**src/design/mail_address_list_extractor_defines.svh**
```systemverilog
// assertion macros shared by the rtl files
`ifndef MAIL_ADDRESS_LIST_EXTRACTOR_DEFINES_SVH
`define MAIL_ADDRESS_LIST_EXTRACTOR_DEFINES_SVH

`ifndef SYNTHESIS
`define MAL_ASSERT_IMP(label, clk, rst, ante, cons) \
  label: assert property (@(posedge clk) disable iff (rst) (ante) |-> (cons)) \
    else $error("mal same-cycle check failed");
`define MAL_ASSERT_NXT(label, clk, rst, ante, cons) \
  label: assert property (@(posedge clk) disable iff (rst) (ante) |=> (cons)) \
    else $error("mal next-cycle check failed");
`else
`define MAL_ASSERT_IMP(label, clk, rst, ante, cons)
`define MAL_ASSERT_NXT(label, clk, rst, ante, cons)
`endif

`endif

```
**src/design/mal_pkg.sv**
```systemverilog
`timescale 1ns / 1ps

package mal_pkg;

  localparam logic [7:0] CH_BSLASH = 8'h5C;
  localparam logic [7:0] CH_LT     = 8'h3C;
  localparam logic [7:0] CH_GT     = 8'h3E;
  localparam logic [7:0] CH_COMMA  = 8'h2C;
  localparam logic [7:0] CH_LPAREN = 8'h28;
  localparam logic [7:0] CH_RPAREN = 8'h29;
  localparam logic [7:0] CH_QUOTE  = 8'h22;
  localparam logic [7:0] CH_SPACE  = 8'h20;
  localparam logic [7:0] CH_LF     = 8'h0A;
  localparam logic [7:0] CH_CR     = 8'h0D;
  localparam logic [7:0] SJIS_LEAD_MIN = 8'h81;

  typedef enum logic [1:0] {
    PH_SINGLE = 2'd0,
    PH_LEAD   = 2'd1,
    PH_TRAIL  = 2'd2,
    PH_UNUSED = 2'd3
  } sjis_phase_t;

  typedef struct packed {
    logic        escape_pending;
    logic        saw_angle;
    logic        inside_angle;
    logic        inside_comment;
    logic        comment_is_quote;
    logic        comment_escape;
    sjis_phase_t sjis_phase;
    logic        address_nonempty;
  } parse_state_t;

  typedef struct packed {
    logic       text_end;
    logic       address_end;
    logic       discard_before;
    logic [7:0] addr_byte;
    logic       byte_valid;
  } result_t;

endpackage

```
**src/design/mal_parser.sv**
```systemverilog
`timescale 1ns / 1ps
`include "mail_address_list_extractor_defines.svh"

module mal_parser (
  input  logic             clk,
  input  logic             rst,
  input  logic             beat,
  input  logic [7:0]       text_byte,
  input  logic             text_last,
  output mal_pkg::result_t res
);
  import mal_pkg::*;

  parse_state_t st;
  parse_state_t st_next;
  sjis_phase_t  ph;
  logic [7:0]   closer;
  logic         append;
  logic         discard;
  logic         aend;

  always_comb begin
    st_next = st;
    append  = 1'b0;
    discard = 1'b0;
    aend    = 1'b0;
    closer  = st.comment_is_quote ? CH_QUOTE : CH_RPAREN;
    ph      = (st.sjis_phase == PH_LEAD) ? PH_TRAIL :
              ((text_byte >= SJIS_LEAD_MIN) ? PH_LEAD : PH_SINGLE);

    priority if (st.inside_comment) begin
      st_next.sjis_phase = ph;
      if (ph == PH_SINGLE && text_byte == CH_BSLASH) begin
        st_next.comment_escape = ~st.comment_escape;
      end else if (!st.comment_escape && text_byte == closer) begin
        st_next.inside_comment = 1'b0;
        st_next.comment_escape = 1'b0;
        st_next.sjis_phase     = PH_SINGLE;
      end else begin
        st_next.comment_escape = 1'b0;
      end
    end else if (st.escape_pending) begin
      st_next.escape_pending = 1'b0;
      append = 1'b1;
    end else if (text_byte == CH_LPAREN || text_byte == CH_QUOTE) begin
      st_next.inside_comment   = 1'b1;
      st_next.comment_is_quote = (text_byte == CH_QUOTE);
      st_next.comment_escape   = 1'b0;
      st_next.sjis_phase       = PH_SINGLE;
    end else if (text_byte == CH_BSLASH) begin
      st_next.escape_pending = 1'b1;
      append = 1'b1;
    end else if (text_byte == CH_LT) begin
      discard = 1'b1;
      st_next.address_nonempty = 1'b0;
      st_next.saw_angle        = 1'b1;
      st_next.inside_angle     = 1'b1;
    end else if (text_byte == CH_GT) begin
      aend = 1'b1;
      st_next.address_nonempty = 1'b0;
      st_next.inside_angle     = 1'b0;
    end else if (text_byte == CH_COMMA) begin
      aend = st.address_nonempty;
      st_next.address_nonempty = 1'b0;
      st_next.saw_angle        = 1'b0;
    end else if (st.saw_angle) begin
      append = st.inside_angle;
    end else begin
      append = (text_byte != CH_SPACE) && (text_byte != CH_LF) && (text_byte != CH_CR);
    end

    if (append) begin
      st_next.address_nonempty = 1'b1;
    end

    if (text_last) begin
      aend    = aend | st_next.address_nonempty;
      st_next = '0;
    end

    res.byte_valid     = append;
    res.addr_byte      = append ? text_byte : 8'h00;
    res.discard_before = discard;
    res.address_end    = aend;
    res.text_end       = text_last;
  end

  always_ff @(posedge clk) begin
    if (rst) begin
      st <= '0;
    end else if (beat) begin
      st <= st_next;
    end
  end

  `MAL_ASSERT_NXT(a_last_clears, clk, rst, beat && text_last, st == '0)
  `MAL_ASSERT_IMP(a_comment_silent, clk, rst, beat && st.inside_comment, !res.byte_valid && !res.discard_before && (res.address_end == text_last && st.address_nonempty || !res.address_end))
  `MAL_ASSERT_IMP(a_discard_alone, clk, rst, beat && res.discard_before, !res.byte_valid && st_next.saw_angle == !text_last)

endmodule

```
**src/design/mal_skid.sv**
```systemverilog
`timescale 1ns / 1ps
`include "mail_address_list_extractor_defines.svh"

module mal_skid (
  input  logic             clk,
  input  logic             rst,
  input  logic             in_valid,
  output logic             in_ready,
  input  mal_pkg::result_t in_res,
  output logic             out_valid,
  input  logic             out_ready,
  output mal_pkg::result_t out_res
);
  import mal_pkg::*;

  logic    skid_valid;
  result_t skid_res;
  logic    in_beat;
  logic    to_skid;

  assign in_ready = !skid_valid;
  assign in_beat  = in_valid && in_ready;
  assign to_skid  = in_beat && out_valid && !out_ready;

  always_ff @(posedge clk) begin
    if (rst) begin
      out_valid  <= 1'b0;
      skid_valid <= 1'b0;
    end else if (in_beat) begin
      if (to_skid) begin
        skid_valid <= 1'b1;
      end else begin
        out_valid <= 1'b1;
      end
    end else if (out_ready) begin
      if (skid_valid) begin
        skid_valid <= 1'b0;
      end else begin
        out_valid <= 1'b0;
      end
    end
  end

  always_ff @(posedge clk) begin
    if (in_beat && to_skid) begin
      skid_res <= in_res;
    end
    if (in_beat && !to_skid) begin
      out_res <= in_res;
    end else if (!in_beat && out_ready && skid_valid) begin
      out_res <= skid_res;
    end
  end

  `MAL_ASSERT_IMP(a_skid_behind_main, clk, rst, skid_valid, out_valid)
  `MAL_ASSERT_NXT(a_stall_fills_skid, clk, rst, in_beat && out_valid && !out_ready, skid_valid)
  `MAL_ASSERT_NXT(a_skid_drains, clk, rst, skid_valid && out_ready, !skid_valid && out_valid)

endmodule

```
**src/design/mail_address_list_extractor.sv**
```systemverilog
`timescale 1ns / 1ps
// channel | dir | tdata                          | tlast     | tuser
// s_axis  | in  | [7:0] text_byte                | text_last | -
// m_axis  | out | [0] byte_valid [8:1] addr_byte | text_end  | -
//         |     | [9] discard_before             |           |
//         |     | [10] address_end [15:11] zero  |           |
// one beat per cycle sustained while m_tready is high; a beat's result is formed by
// the single combinational parser stage and registered into the output slots
// rst is synchronous and clears parser state and both output slots
// a two-slot output buffer holds one extra result while m_tready is low; s_tready drops only while
// both slots are full
`include "mail_address_list_extractor_defines.svh"

module mail_address_list_extractor (
  input  logic        clk,
  input  logic        rst,
  input  logic        s_tvalid,
  output logic        s_tready,
  input  logic [7:0]  s_tdata,  // text_byte
  input  logic        s_tlast,
  output logic        m_tvalid,
  input  logic        m_tready,
  output logic [15:0] m_tdata,  // byte_valid, addr_byte, discard_before, address_end
  output logic        m_tlast
);
  import mal_pkg::*;

  logic    s_beat;
  result_t step_res;
  result_t out_res;

  assign s_beat = s_tvalid && s_tready;

  mal_parser u_parser (
    .clk       (clk),
    .rst       (rst),
    .beat      (s_beat),
    .text_byte (s_tdata),
    .text_last (s_tlast),
    .res       (step_res)
  );

  mal_skid u_skid (
    .clk       (clk),
    .rst       (rst),
    .in_valid  (s_tvalid),
    .in_ready  (s_tready),
    .in_res    (step_res),
    .out_valid (m_tvalid),
    .out_ready (m_tready),
    .out_res   (out_res)
  );

  assign m_tdata = {5'b00000, out_res.address_end, out_res.discard_before,
                    out_res.addr_byte, out_res.byte_valid};
  assign m_tlast = out_res.text_end;

endmodule
```
**config.mk**
```make
export PLATFORM = sky130hd
export DESIGN_NAME = mail_address_list_extractor
export DESIGN_NICKNAME = d
export VERILOG_FILES = /design/src/design/mal_pkg.sv /design/src/design/mal_parser.sv /design/src/design/mal_skid.sv /design/src/design/mail_address_list_extractor.sv
export VERILOG_INCLUDE_DIRS = /design/src /design/src/design
export SDC_FILE = /design/constraint.sdc
export NUM_CORES = 1
export LEC_CHECK = 0
export BUFFER_PORTS_ARGS = -buffer_cell sky130_fd_sc_hd__buf_2
export CAP_MARGIN = 20
export CORE_MARGIN = 2
export CORE_UTILIZATION = 45
export DETAILED_ROUTE_END_ITERATION = 10
export PLACE_DENSITY = 0.81
export REMOVE_ABC_BUFFERS = 1
export SYNTH_ARGS = -nofsm -noshare
export SYNTH_HDL_FRONTEND = slang
export SYNTH_HIERARCHICAL = 1
export SYNTH_SLANG_ARGS = --single-unit
export TNS_END_PERCENT = 30
```
**constraint.sdc**
```tcl
create_clock -name clk -period 3.2 [get_ports clk]
set_input_delay 0.96 -clock clk [delete_from_list [all_inputs] [get_ports clk]]
set_output_delay 0.96 -clock clk [all_outputs]
set_load 0.01 [all_outputs]
```
# Yosys cells after proc, flatten, opt, wreduce, memory -nomap -nowiden
# Index checks and enable logic that the tools add are counted.
[totals]
elab_cells = 135
out_inout_bits = 19
inputBits = 13
register_bits = 35
[op_classes]
n_bitwise = 2
reduce_logical = 31
eq_ne = 20
order_cmp = 1
muxes = 61
[ops]
columns = ["op", "count"]
rows = [
  ["2-to-1 mux 1 bit", 46],
  ["== test 8 x 6 -> 1 bit, second input constant", 5],
  ["2-to-1 mux 12 bit", 2],
  ["2-to-1 mux 8 bit", 2],
  ["!= test 8 x 4 -> 1 bit, second input constant", 2],
  ["!= test 2 bit, second input constant", 7],
  ["logical AND 1 bit", 11],
  ["2-to-1 mux 2 bit", 5],
  ["2-to-1 mux 3 bit", 3],
  ["2-to-1 mux 9 bit", 1],
  ["nonzero test 3 bit", 3],
  ["== test 8 x 7 -> 1 bit, second input constant", 1],
  ["== test 8 bit", 1],
  ["greater-or-equal comparator 8 bit, second input constant", 1],
  ["!= test 8 x 6 -> 1 bit, second input constant", 1],
  ["AND reduction 7 bit", 1],
  ["AND reduction 3 bit", 2],
  ["AND reduction 6 bit", 1],
  ["nonzero test 2 bit", 3],
  ["zero test 1 bit", 5],
  ["2-to-1 mux 5 bit", 1],
  ["2-to-1 mux 4 bit", 1],
  ["AND reduction 2 bit", 2],
  ["AND reduction 4 bit", 1],
  ["7 further kinds", 7],
]

# Longest topological paths before layout
# Gate-level depths: netlist of run 1.
[logic_depth]
depth_word = 15
ltp_mapped = 8
ltp_nobuf = 6

# By module
# Netlist of run 1, hierarchy kept.
[by_module_without_submodules]
columns = ["module", "area_each_um2", "seq_area_each_um2", "cells_per_inst", "n_inst"]
rows = [
  ["mal_skid", 1024.7, 760.7, 51, 1],
  ["mal_parser", 795.8, 180.2, 106, 1],
  ["mail_address_list_extractor", 47.5, 0.0, 7, 1],
]

# Worst setup path before layout of run 1
# OpenSTA, ideal clock, no wires.
[synth_path]
path_type = "input to register"
start = "input s_tdata[4]"
end = "register, netlist name u_skid/out_res[10]"
arrival_time_ns = 2.826
n_path_buf = 2
path_stages = 8
path_slack_ns = 0.114
setup_ns = 0.260
required_ns = 2.940
path_cell_list = "buf_6 > or4b_4 > nor4_4 > a211o_1 > a31oi_1 > a211o_1 > buf_4 > mux2_4"
[synth_between]
elab_chain_len = 15
elab_cells_between_ends = 38
cone_classes = "eq/ne (9); mux (25); bitwise (1); reduce/logical (3)"
[synth_lines]
columns = ["item", "line", "text"]
rows = [
  ["start, declared", "mail_address_list_extractor.sv:19", "input logic [7:0] s_tdata,"],
  ["!= test 8 x 6 -> 1 bit or != test 8 x 4 -> 1 bit (tied branches)", "mal_parser.sv:69", "append = (text_byte != CH_SPACE) && (text_byte != CH_LF) && (text_byte != CH_CR);"],
  ["logical AND 1 bit (2 in a row)", "mal_parser.sv:69", ""],
  ["2-to-1 mux 1 bit", "mal_parser.sv:66", "end else if (st.saw_angle) begin"],
  ["2-to-1 mux 1 bit", "mal_parser.sv:62", "end else if (text_byte == CH_COMMA) begin"],
  ["2-to-1 mux 1 bit", "mal_parser.sv:58", "end else if (text_byte == CH_GT) begin"],
  ["2-to-1 mux 1 bit", "mal_parser.sv:53", "end else if (text_byte == CH_LT) begin"],
  ["2-to-1 mux 1 bit", "mal_parser.sv:50", "end else if (text_byte == CH_BSLASH) begin"],
  ["2-to-1 mux 1 bit", "mal_parser.sv:45", "end else if (text_byte == CH_LPAREN || text_byte == CH_QUOTE) begin"],
  ["2-to-1 mux 1 bit", "mal_parser.sv:42", "end else if (st.escape_pending) begin"],
  ["2-to-1 mux 1 bit", "mal_parser.sv:31", "priority if (st.inside_comment) begin"],
  ["2-to-1 mux 1 bit", "mal_parser.sv:72", "if (append) begin"],
  ["OR 1 bit", "mal_parser.sv:77", "aend = aend | st_next.address_nonempty;"],
  ["2-to-1 mux 1 bit (*)", "mal_parser.sv:76", "if (text_last) begin"],
  ["via u_parser.aend", "mal_parser.sv:20", "logic aend;"],
  ["2-to-1 mux 12 bit (*)", "mal_skid.sv:48", "if (in_beat && !to_skid) begin"],
]
# The timed path passes the listed nets; every way through them passes the cells marked *. The select of a mux whose other input is x is not followed.
# A chain may end at the register's enable or synchronous reset.

==> run metrics, run 1 <==
crit share post-route 87.3%; final-layout setup total negative slack 0 ns; relative area change from synthesis to final layout 11.8%; largest vdd supply drop 145 uV; Comb pwr share 13.0%; Vias per Instance 5.41; share of the core filled with cells in the final layout 52.2%; CP Max Fanout 6; remaining antenna violation count after routing 0; clock tree root driver cell clkbuf_8; Ports 32; count of final hold-check violations 0; post-CTS resize count 0; number of distinct library cell variants in the gate-level netlist after synthesis 46; DR WL/cell 13.7 um; count of synthesis-stage warnings from yosys 6; power dissipated by switching net loads 215 uW; met3 layer usage reported by global route 3.45%; final non-filler cell area 2090 um^2; Slew Limit Fails 0; instance area at placement 2010 um^2; pre-CTS worst setup slack around 0.13 ns; wire length of the first global-routing pass 5330 um; first-iteration detailed-routing DRC count 101; share of synthesized area occupied by flip-flops and latches 50.4%; met1 Usage GRT 19.2%; Setup Buffers After CTS 0; clock slew seen by the registers of the worst setup and hold paths 0.07 ns; final net count 204; diode count 0; hold buffer count at cts 0; total clock buffers created by CTS 5; clock skew after layout 0.00577 ns; main flop type after synthesis edfxtp_1; final-report setup violation count 0; post-detail-place hpwl 2460 um; most crowded layer after global routing met2; run status finished, final reports clean; proportion of total power due to net switching a little under a quarter; clock tree from TritonCTS yes; clock sink count 35; clock network fraction of total power between 30% and 40%; Pint about 700 uW; critical setup path kind in2reg; overflow left after global routing 0; CP required 3.23 ns; via count 1303; average size of a mapped cell 11.4 um^2; final routed DRC violation total 0; async set or reset register ratio after synthesis 0%; Setup WS post-layout around 0.41 ns; maximum root-to-sink buffer count 2; type of the tightest min-delay check reg2reg; flip-flop and latch area approximately 940 um^2; H-tree depth 2; flops & latches, synth 35; global router's overall resource usage 15.4%; worst hold slack 0.472 ns; total iterations of the first detailed-routing run 4; ratio of cells with drive above 1 in the final layout 29.8%; maximum number of pins on one net before global-route repair 15; RSZ-0062 raised after global routing no; starting utilization of the core area about 47%; leakage around 0.00080 uW; number of enable-type register cells in the synthesized netlist 24; type of element capturing the critical path flop; wire length reported by the detailed router 3290 um; number of max-cap violations 0; Achievable Freq ~0.36 GHz; share of total power in sequential cells 55.7%; horizontal die dimension 68.4 um; clk_lat worst skew between 0.2 and 0.3 ns; fill cell total of the finished layout 362; buffers added on ports 26; via count of the first global-routing pass approximately 1200; startpoint class of the critical path primary input; area of combinational cells with multiple inputs 802 um^2; initial antenna violation count 0; placeable core region 4000 um^2; post-synthesis instance area roughly 1900 um^2; Worst EP arrival 2.82 ns; vertical die dimension 68.4 um; number of instances in the synthesized netlist 164; ratio of total power to cell area 439 nW/um^2; global placer's final weighted congestion around 0.87; routing usage on met2 ~25%; Die Footprint roughly 4700 um^2; Std-Cell Rows 23; min Tclk post-route 2.79 ns
==> Yosys cell counts (2+ instances only) <==
cell / instances / area, um^2
nor4bb_1: 4 / 40.0
nor3_1: 5 / 25.0
inv_1: 8 / 30.0
and3_1: 2 / 12.5
a21oi_1: 12 / 60.1
buf_4: 9 / 67.6
buf_6: 2 / 22.5
a211o_1: 3 / 26.3
edfxtp_1: 24 / 721
nor2_1: 6 / 22.5
dfxtp_1: 11 / 220
clkbuf_1: 4 / 15.0
mux2_4: 10 / 150
mux2_2: 2 / 22.5
nor4_1: 2 / 12.5
o21ai_0: 6 / 30.0
nor3b_1: 2 / 15.0
and2_1: 10 / 62.6
a31oi_1: 2 / 12.5
nand3_1: 4 / 20.0
nand2_1: 9 / 33.8
nand3b_1: 3 / 22.5
==> power groups by stage <==
stage                     sequential (uW)  clock, uW  combinational (uW)
after CTS                             511        300                 119
after global placement                520          0                 117
after global routing                  513        320                 130
after floorplan                       527          0                65.2
after detailed placement              521          0                 119
final                                 511        288                 119
==> state kept, by name, indices dropped and copies added (netlist names) <==
name / flops
u_parser/st: 9
u_skid/out_res: 12
u_skid/out_valid: 1
u_skid/skid_res: 12
u_skid/skid_valid: 1
==> cells by family after synthesis <==
| kind of cell | count (synthesis) | share of synthesized area (%) |
|---|---|---|
| XOR/XNOR | 1 | 0.469 |
| buffers and inverters | 24 | 7.50 |
| multiplexers | 12 | 9.24 |
| AO/OA/AOI/OAI | 33 | 11.7 |
| AND/OR/NAND/NOR | 58 | 20.5 |
| other | 1 | 0.201 |
| flip-flops | 35 | 50.4 |
==> cells in the final DEF, fill, tap and decap left out, types with 2 or more instances in the layout <==
cell	instances
edfxtp_1	24
inv_1	8
nor2_1	6
a211o_1	3
o21ai_0	6
mux2_4	10
a31oi_1	2
dfxtp_1	11
and3_1	2
buf_2	26
buf_4	6
mux2_2	2
a21oi_1	12
nor3_1	5
nand2_1	9
nand3b_1	3
and2_1	10
conb_1	5
clkbuf_8	5
nor4bb_1	4
nor3b_1	2
nand3_1	4
nor4_1	2
==> routing by layer <==
layer | vias up | wire length [um]
met5 | - | 0
met1 | 596 | 1420
met4 | 0 | 24
met3 | 4 | 250
li1 | 645 | -
met2 | 58 | 1600
==> through the flow <==
stage	cells	power, uW
floorplan	152	592
global placement	234	637
detailed placement	234	640
CTS	241	930
global route	241	963
finish	241	917
==> final cells by class <==
class	count	share of cell area, %
Timing Repair Buffer	32	8.39
Tap cell	50	3.00
Clock inverter	2	0.419
Multi-Input combinational cell	109	38.4
Inverter	8	1.44
Clock buffer	5	3.30
Sequential cell	35	45.1
==> worst max-delay path, stage by stage <==
cell	delay [ns]
buf_2	0.13
or4b_4	0.55
o31a_1	0.34
nand3_1	0.20
a21oi_1	0.07
a211o_1	0.30
mux2_4	0.27
==> final timing paths <==
path	depth (start not counted)	endpoint	slack, ns	start
max	7	u_skid/out_res[10]	0.41	s_tdata[7]
min	2	u_parser/st[2]	0.47	u_parser/st[2]
max reg2reg	6	u_skid/out_res[4]	1.43	u_parser/st[8]
min reg2reg	2	u_parser/st[2]	0.47	u_parser/st[2]
Power figures use the tool's default switching activity.
==> inputs of run 2 (changes only) <==
CORE_MARGIN = 1   (was 2)
==> run 2 against run 1 <==
  * Cell area is the same
  * Clock skew grew 0.0026 ns
  * First-iteration DRC count grew 5.0%
  * Hold slack gained 0.0048 ns
  * Sequential share of layout area is the same
  * Die area shrank 5.8%
  * Routed wire length grew 0.76%
  * Register-to-register slack lost 0.12 ns
  * Clock-buffer cell count is the same
  * Via count is the same
  * Cell count is the same
  * Sequential power is essentially flat
  * Critical path type unchanged
  * Critical endpoint unchanged
  * Largest cell class unchanged
==> run metrics, run 2 (synthesized netlist as in run 1, its figures left out) <==
depth of the worst register-to-register path 5; Std-Cell Rows 23; total iterations of the first detailed-routing run 4; power dissipated by switching net loads 223 uW; maximum root-to-sink buffer count 2; WL met1 between 1000 and 1500 um; CP Max Fanout 11; worst hold slack 0.477 ns; final-report setup violation count 0; run status finished, final reports clean; first-iteration detailed-routing DRC count 106; most frequent cells in the layout buf_2, edfxtp_1, a21oi_1; number of max-cap violations 0; clock tree root driver cell clkbuf_8; ratio of total power to cell area 443 nW/um^2; startpoint class of the critical path primary input; ratio of cells with drive above 1 in the final layout 29.8%; type of the tightest min-delay check reg2reg; area of combinational cells with multiple inputs 802 um^2; hold worst-path end u_parser/st[2]; wire length of the first global-routing pass 5500 um; launching point of the worst reg2reg path u_parser/st[8]; final-layout setup total negative slack 0 ns; launching element of the worst setup path s_tdata[7]; wire length on met3 222 um; via count 1303; hold_sp u_parser/st[2]; Comb pwr share 12.8%; cell count after placement 234; clock slew seen by the registers of the worst setup and hold paths ~0.07 ns; largest vdd supply drop around 160 uV; total clock buffers created by CTS 5; hold buffer count at cts 0; clk_lat worst skew 0.29 ns; flip-flop and latch area 941 um^2; Achievable Freq 0.355 GHz; critical setup path kind in2reg; reg-to-reg endpoint u_skid/out_res[4]; share of total power in sequential cells 55.2%; wire length reported by the detailed router 3320 um; H-tree depth 2; vertical die dimension 66.4 um; global placer's final weighted congestion between 0.8 and 0.9; post-CTS resize count 0; relative area change from synthesis to final layout 11.8%; post-detail-place hpwl 2440 um; remaining max-slew budget at the tightest pin between 50% and 60%; via count of the first global-routing pass around 1200; overflow left after global routing 0; maximum number of pins on one net before global-route repair 15; type of element capturing the critical path flop; min Tclk post-route 2.82 ns; starting utilization of the core area ~47%; buffers added on ports 26; Slew Limit Fails 0; final routed DRC violation total 0; Setup Buffers After CTS 0; final net count just over 200; clock network fraction of total power 32.0%; reg-to-reg slack, setup 1.31 ns; clock sink count 35; proportion of total power due to net switching 24.1%; leakage 0.000801 uW; count of final hold-check violations 0; remaining antenna violation count after routing 0; Vias per Instance 5.41; Die Footprint between 4000 and 5000 um^2; clock tree from TritonCTS yes; registers with the highest flip-flop counts u_skid/out_res (12), u_skid/skid_res (12), u_parser/st (9); Pint 701 uW; Worst EP arrival 2.86 ns; placeable core region 4000 um^2; Worst-Margin Slew 0.701 ns; horizontal die dimension 66.4 um; fill cell total of the finished layout around 340; DR WL/cell 13.8 um; diode count 0; CP required 3.24 ns; clock skew after layout between 0.008 and 0.009 ns; most frequent standard cell in the layout excluding fill and tap cells buf_2; Hold Path Cell Cnt 2; Power, Total 925 uW; Finished Layout Cells 241; met2 wirelength from detailed routing 1590 um; topmost layer with routed signal wires met4; global router's overall resource usage 17.2%; initial antenna violation count 0; crit share post-route 88.1%; RSZ-0062 raised after global routing no; Ports 32
## run 2: cell counts in the layout (fill, tap and decap cells not counted)
No cell type changed its count.
## run 2: worst max-delay path by stage
stage	end	cells after the start
after floorplan	u_skid/out_res[10]	6
after global placement	u_skid/out_res[10]	7
after detailed placement	u_skid/out_res[10]	7
after CTS	u_skid/out_res[10]	7
after global routing	u_skid/out_res[10]	7
final	u_skid/out_res[10]	7
## run 2: power by group through the flow
stage,registers [uW],clock network (uW),logic [uW]
CTS,511,301,119
floorplan,527,0,65.2
global placement,520,0,115
global route,513,319,130
finish,511,296,118
detailed placement,521,0,118
## run 2: layout make-up
cell class | count | area share, %
sequential | 35 | 45.1
multi-input combinational | 109 | 38.4
timing repair buffer | 32 | 8.39
clock buffer | 5 | 3.30
tap | 50 | 3.00
inverter | 8 | 1.44
clock inverter | 2 | 0.419
## run 2: per-layer routing
layer / global-route usage, % / up-vias
met5: 0 / -
met4: 7.18 / 0
met3: 5.17 / 7
met2: 28.1 / 48
met1: 21.1 / 603
li1: - / 645
## run 2: worst max-delay path, cell delays in order
cell     delay, ns
buf_2         0.14
or4b_4        0.56
nor4_4        0.29
a211o_1       0.13
a31oi_1       0.12
a211o_1       0.39
mux2_4        0.27
## run 2: stage by stage
step	setup slack, ns	utilization, %	area [um^2]
5_1_grt	0.318	52.2	2090
6_report	0.381	52.2	2090
4_1_cts	0.388	52.2	2090
3_3_place_gp	0.126	50.3	2010
3_5_place_dp	0.0883	50.3	2010
2_1_floorplan	0.246	-	1770
